===== src/rtl/core/bblru_pkg.sv =====
// ----------------------------------------------------------------------------
// bblru_pkg
// Shared constants, codes and control types of the byte-budget LRU directory.
// ----------------------------------------------------------------------------
package bblru_pkg;

    localparam int ENTRIES  = 16;
    localparam int KEY_BITS = 32;
    localparam int IDX_W    = $clog2(ENTRIES);

    localparam int TOTAL_W  = 36;
    localparam int LEN_W    = 32;
    localparam int STAMP_W  = 32;
    localparam int KEYIO_W  = 32;
    localparam int RAM_W    = KEY_BITS + LEN_W + STAMP_W;

    localparam logic [TOTAL_W-1:0] LIMIT_RESET = TOTAL_W'(1048576);

    // Input command codes.
    localparam logic [1:0] CMD_STORE  = 2'd0;
    localparam logic [1:0] CMD_LOOKUP = 2'd1;
    localparam logic [1:0] CMD_FIT    = 2'd2;

    // Result status codes.
    localparam logic [2:0] ST_STORED  = 3'd0;
    localparam logic [2:0] ST_REFUSED = 3'd1;
    localparam logic [2:0] ST_FULL    = 3'd2;
    localparam logic [2:0] ST_HIT     = 3'd3;
    localparam logic [2:0] ST_MISS    = 3'd4;
    localparam logic [2:0] ST_EVICTED = 3'd5;
    localparam logic [2:0] ST_WITHIN  = 3'd6;

    // Commands from the controller to the datapath.
    typedef struct packed {
        logic accept;
        logic scan_start;
        logic act_fire;
        logic direct;
    } t_ctrl_cmd;

    // Status from the datapath to the controller.
    typedef struct packed {
        logic [1:0] cmd;
        logic       cacheable;
        logic       over;
        logic       scan_done;
        logic       out_free;
        logic       evict_more;
    } t_dp_stat;

endpackage


===== src/rtl/core/bblru_ctrl.sv =====
// ----------------------------------------------------------------------------
// bblru_ctrl
// Sequencer: takes one item, runs table scans and fires each result.
// ----------------------------------------------------------------------------
module bblru_ctrl
    import bblru_pkg::*;
(
    input  logic      i_clk,
    input  logic      i_rst_n,
    input  logic      i_in_valid,
    input  t_dp_stat  i_stat,
    output t_ctrl_cmd o_cmd,
    output logic      o_in_stall
);

    typedef enum logic [3:0] {
        S_IDLE     = 4'b0001,
        S_DISPATCH = 4'b0010,
        S_SCAN     = 4'b0100,
        S_ACT      = 4'b1000
    } t_state;

    t_state r_state, n_state;
    logic   r_direct, n_direct;

    always_comb begin
        n_state  = r_state;
        n_direct = r_direct;
        o_cmd    = '0;
        case (r_state)
            S_IDLE: begin
                o_cmd.accept = i_in_valid;
                if (i_in_valid) begin
                    n_state = S_DISPATCH;
                end
            end
            S_DISPATCH: begin
                n_direct = 1'b0;
                case (i_stat.cmd)
                    CMD_STORE: begin
                        if (!i_stat.cacheable) begin
                            n_direct = 1'b1;
                            n_state  = S_ACT;
                        end else begin
                            o_cmd.scan_start = 1'b1;
                            n_state          = S_SCAN;
                        end
                    end
                    CMD_LOOKUP: begin
                        o_cmd.scan_start = 1'b1;
                        n_state          = S_SCAN;
                    end
                    CMD_FIT: begin
                        if (!i_stat.over) begin
                            n_direct = 1'b1;
                            n_state  = S_ACT;
                        end else begin
                            o_cmd.scan_start = 1'b1;
                            n_state          = S_SCAN;
                        end
                    end
                    default: begin
                        n_state = S_IDLE;
                    end
                endcase
            end
            S_SCAN: begin
                if (i_stat.scan_done) begin
                    n_state = S_ACT;
                end
            end
            S_ACT: begin
                o_cmd.direct = r_direct;
                if (i_stat.out_free) begin
                    o_cmd.act_fire = 1'b1;
                    if (i_stat.evict_more) begin
                        o_cmd.scan_start = 1'b1;
                        n_state          = S_SCAN;
                    end else begin
                        n_state = S_IDLE;
                    end
                end
            end
            default: begin
                n_state = S_IDLE;
            end
        endcase
    end

    always_ff @(posedge i_clk) begin
        if (!i_rst_n) begin
            r_state  <= S_IDLE;
            r_direct <= 1'b0;
        end else begin
            r_state  <= n_state;
            r_direct <= n_direct;
        end
    end

    assign o_in_stall = (r_state != S_IDLE);

endmodule


===== config.mk =====
export PLATFORM = sky130hd
export DESIGN_NAME = bblru_ctrl
export DESIGN_NICKNAME = d
export VERILOG_FILES = /design/src/rtl/core/bblru_pkg.sv /design/src/rtl/core/bblru_ctrl.sv
export SDC_FILE = /design/constraint.sdc
export NUM_CORES = 1
export LEC_CHECK = 0
export ABC_CLOCK_PERIOD_IN_PS = 3030
export BUFFER_PORTS_ARGS = -buffer_cell sky130_fd_sc_hd__buf_2
export CORE_AREA = 2 2 39 41
export CTS_CLUSTER_SIZE = 40
export DETAILED_ROUTE_END_ITERATION = 7
export DIE_AREA = 0 0 41 43
export GPL_TIMING_DRIVEN = 0
export PLACE_DENSITY = 0.54
export SLEW_MARGIN = 20
export SYNTH_ARGS = -nofsm -noshare
export SYNTH_HDL_FRONTEND = slang
export SYNTH_SLANG_ARGS = --single-unit
export TNS_END_PERCENT = 100

===== constraint.sdc =====
create_clock -name i_clk -period 3.03 [get_ports i_clk]
set_clock_uncertainty 0.2 [all_clocks]
set_input_delay 0.909 -clock i_clk [delete_from_list [all_inputs] [get_ports i_clk]]
set_output_delay 0.909 -clock i_clk [all_outputs]
set_load 0.005 [all_outputs]

* Yosys cells after proc, flatten, opt, wreduce, memory -nomap -nowiden *
Index checks and enable logic that the tools add are counted.

storage, ports and cells
  input bits = 10
  logic and storage cells = 33
  register bits = 5

cells by class
  reductions and logical operators = 2
  equality and inequality tests = 10
  muxes and demuxes = 19

operators by type and width
  kind                  count
  $mux W4               5
  $pmux W4 S4           1
  $pmux W4 S3           1
  $mux W1               6
  $ne A2 B2 Y1 const B  3
  $eq A4 B1 Y1 const B  1
  $eq A4 B2 Y1 const B  1
  $eq A4 B3 Y1 const B  1
  $eq A4 B4 Y1 const B  1
  $mux W2               2
  $ne A4 B1 Y1 const B  1
  $pmux W1 S2           2
  $mux W3               1
  $pmux W1 S3           1
  $reduce_and A3 Y1     1
  $eq A2 B1 Y1 const B  1
  $eq A2 B2 Y1 const B  1
  $logic_not A2 Y1      1

* Depth between registers and ports, before layout *
  depth in word-level cells = 3
  mapped depth = 4
  gate-level depth less buffers = 3

* Worst setup path before layout *
No wires, ideal clock.

  path type = input port to output port
  start point = input i_stat[5] (netlist bit)
  end point = output o_cmd[2] (netlist bit)
  stages = 3
  path slack = 0.507 ns
  data arrival time = 1.414 ns
  path through = nor3_1 a211oi_2 or2_1

RTL lines
  item                line              source
  start: declaration  bblru_ctrl.sv:11  input t_dp_stat i_stat,
  end: declaration    bblru_ctrl.sv:12  output t_ctrl_cmd o_cmd,

==> impl_metrics.json <==
{
  "cp_data_arrival_time_ns": 1.67,
  "path_cells": "buf_2 > nor3_1 > a211oi_2 > or2_1 > buf_2",
  "cp-start-kind": "primary input",
  "path_clk_slew_ns": 0.04,
  "port_buffers": 14,
  "fillers": 156,
  "path_max_fanout": 4,
  "p_switching_mw": 0.0463,
  "finalCritPeriodShare_pct": 91.7,
  "hold_path_class": "reg2reg",
  "grt_overflow": 0,
  "drv_cap": 0,
  "postCtsSetupBuffers": 0,
  "synth_xor_area_share_pct": 2.09,
  "viasPerCell": 5.04,
  "max_slew.worst_pin.slew_ns": 0.372,
  "cts_sinks": 5,
  "synth_mux_area_share_pct": 2.39,
  "coreArea_sq_um": 1380,
  "grt_start_max_net_pins": 11,
  "die_y_microns": 43,
  "drive_above_1_share_pct": 37.9,
  "clkPwrFrac_pct": 41.8,
  "initial_core_util_pct": 30.3,
  "cp-end-kind": "output port",
  "yosysWarnings": 0,
  "ir_worst_vdd_mv": 0.260,
  "cts_tree": "built",
  "seq_power_share_pct": 37.9,
  "hold_buffers": 0,
  "placed_cells": 78,
  "regArea_sq_um": 100,
  "ys_seq_elements": 5,
  "rsz0062_at_grt": "no",
  "cts-root-buf": "clkbuf_4",
  "grt_pass1_wl_mm": 1.52,
  "syn_to_final_growth_pct": 27.8,
  "drc": 0,
  "syn-cell-area_sq_um": 419,
  "synth-edff-count": 0,
  "period_minus_slack_ns": 2.78,
  "wl_per_cell_microns": 12.0,
  "ys.flop_type": "dfxtp_1",
  "detailed_place_hpwl_microns": 721,
  "leakage_nw": 0.241,
  "cp_slowest_stage_delay_ns": 0.22,
  "p_int_mw": 0.136,
  "grt_util_all_layers_pct": 13.1,
  "fin_cells": 82,
  "final_area_sq_um": 536,
  "syn_nets": 58,
  "vias": 413,
  "synth-adder-area-share_pct": 0,
  "hold_viol": 0,
  "drt_iter0_drc": 5,
  "die_area_sq_um": 1760,
  "synthCells": 48,
  "num_antenna_cells": 0,
  "ant_nets": 0,
  "drt_first_pass_iters": 4,
  "grt_pass1_vias": 369,
  "num_io_pins": 15,
  "crit_type": "in2out",
  "synth_simple_gate_area_share_pct": 41.8,
  "fin_tns_setup_ns": 0,
  "multi_input_area_sq_um": 272,
  "h-tree-depth": 1,
  "antenna_found_initial": 0,
  "wirelength_microns": 988,
  "cts_resized": 0,
  "power_frac_comb_pct": 20.3,
  "synth-compound-area-share_pct": 18.5,
  "post_dp_cell_area_sq_um": 509,
  "switching_share_pct": 25.5,
  "die_w_microns": 41,
  "std_cell_rows": 14,
  "crit_required_ns": 1.92,
  "gp_congestion": 0.749,
  "async_flop_share_pct": 0,
  "cts_buffers": 3,
  "drv_slew": 0,
  "max_freq_mhz": 360,
  "synth_cell_types": 30,
  "synth.yosys.seq_area_share_pct": 23.9,
  "relSlewSlack_pct": 75.1,
  "synth_top_family_by_area": "simple AND/OR/NAND/NOR gates",
  "powerDensity_nw_per_um2": 339,
  "clk_latency_ns": 0.24,
  "status": "completed",
  "setup_viol": 0,
  "crit_top_cell": "buf_2",
  "cts_buffer_depth": 2,
  "nNetsFinal": 77,
  "cpMaxStageDelayCell": "nor3_1",
  "avgSynthCellArea_sq_um": 8.73
}
==> cells by family after synthesis <==
family	count (synthesis)
AOI/OAI and AO/OA	9
xor gates and xnor gates	1
buffers and inverters	8
DFF	5
muxes	1
and+or+nand+nor	24
==> stage by stage <==
step                      power, mW  util, %  worst slack, ns  hold slack, ns
after floorplan              0.0921        -            0.507           0.232
after global placement        0.107     36.8            0.252           0.241
after detailed placement      0.107     36.8            0.249           0.252
after CTS                     0.186     38.7            0.249           0.258
after global routing          0.192     38.7            0.179           0.274
final                         0.182     38.7            0.253           0.251
==> per-layer routing <==
layer	wire, microns	share of wire, %	vias up	GRT usage, %
met5	0	0	-	0
met3	57	5.8	0	4.71
met2	490	50	11	21.9
met1	440	45	186	14.5
li1	-	-	216	-
met4	0	0	0	4.00
==> state kept, by name (all words and copies together) (netlist names) <==
signal,count
r_direct,1
r_state,4
==> power groups by stage <==
| stage | logic [mW] | registers, mW | clock network (mW) |
|---|---|---|---|
| 6_report | 0.0369 | 0.0689 | 0.0759 |
| 5_1_grt | 0.0417 | 0.0690 | 0.0809 |
| 4_1_cts | 0.0372 | 0.0689 | 0.0795 |
| 3_5_place_dp | 0.0366 | 0.0701 | 0 |
| 3_3_place_gp | 0.0365 | 0.0700 | 0 |
| 2_1_floorplan | 0.0221 | 0.0700 | 0 |
==> cell usage after synthesis (2+ instances only) <==
| cell | n | share of area [%] |
|---|---|---|
| dfxtp_1 | 5 | 24 |
| nor3_1 | 2 | 2.4 |
| nor3b_1 | 2 | 3.6 |
| nor2_1 | 4 | 3.6 |
| nand3_1 | 3 | 3.6 |
| inv_1 | 4 | 3.6 |
| buf_6 | 2 | 5.4 |
| and2_1 | 2 | 3.0 |
| o31a_1 | 2 | 4.2 |
| buf_2 | 2 | 2.4 |
==> critical path: cells and delay by family <==
| family | cells | cell delay (ns) |
|---|---|---|
| AO/OA/AOI/OAI | 1 | 0.08 |
| AND/OR/NAND/NOR | 2 | 0.44 |
| buffers and inverters | 2 | 0.24 |
==> placed cells by master, fill, tap and decap left out, types with 2 or more instances in the layout <==
cell type  count
buf_6          2
nor3_1         2
nor2_1         4
nor3b_1        2
dfxtp_1        5
and2_1         2
buf_2         16
o31a_1         2
nand3_1        3
inv_1          4
clkbuf_4       3
==> worst paths after layout <==
kind / start / slack [ns] / to / depth (start not counted)
setup / recovery: i_stat[5] / 0.25 / o_cmd[2] / 5
hold / removal: r_direct / 0.25 / r_direct / 2
setup reg to reg: r_state[1] / 1.41 / r_state[2] / 4
hold reg to reg: r_direct / 0.25 / r_direct / 2
==> area by class of cell <==
class / count / area share [%]
Sequential cell: 5 / 18.7
Buffer: 4 / 6.07
Multi-Input combinational cell: 35 / 50.7
Inverter: 4 / 2.80
Timing Repair Buffer: 14 / 13.1
Clock buffer: 4 / 4.91
Tap cell: 16 / 3.74
No activity file was read; power rests on OpenSTA's default activity.
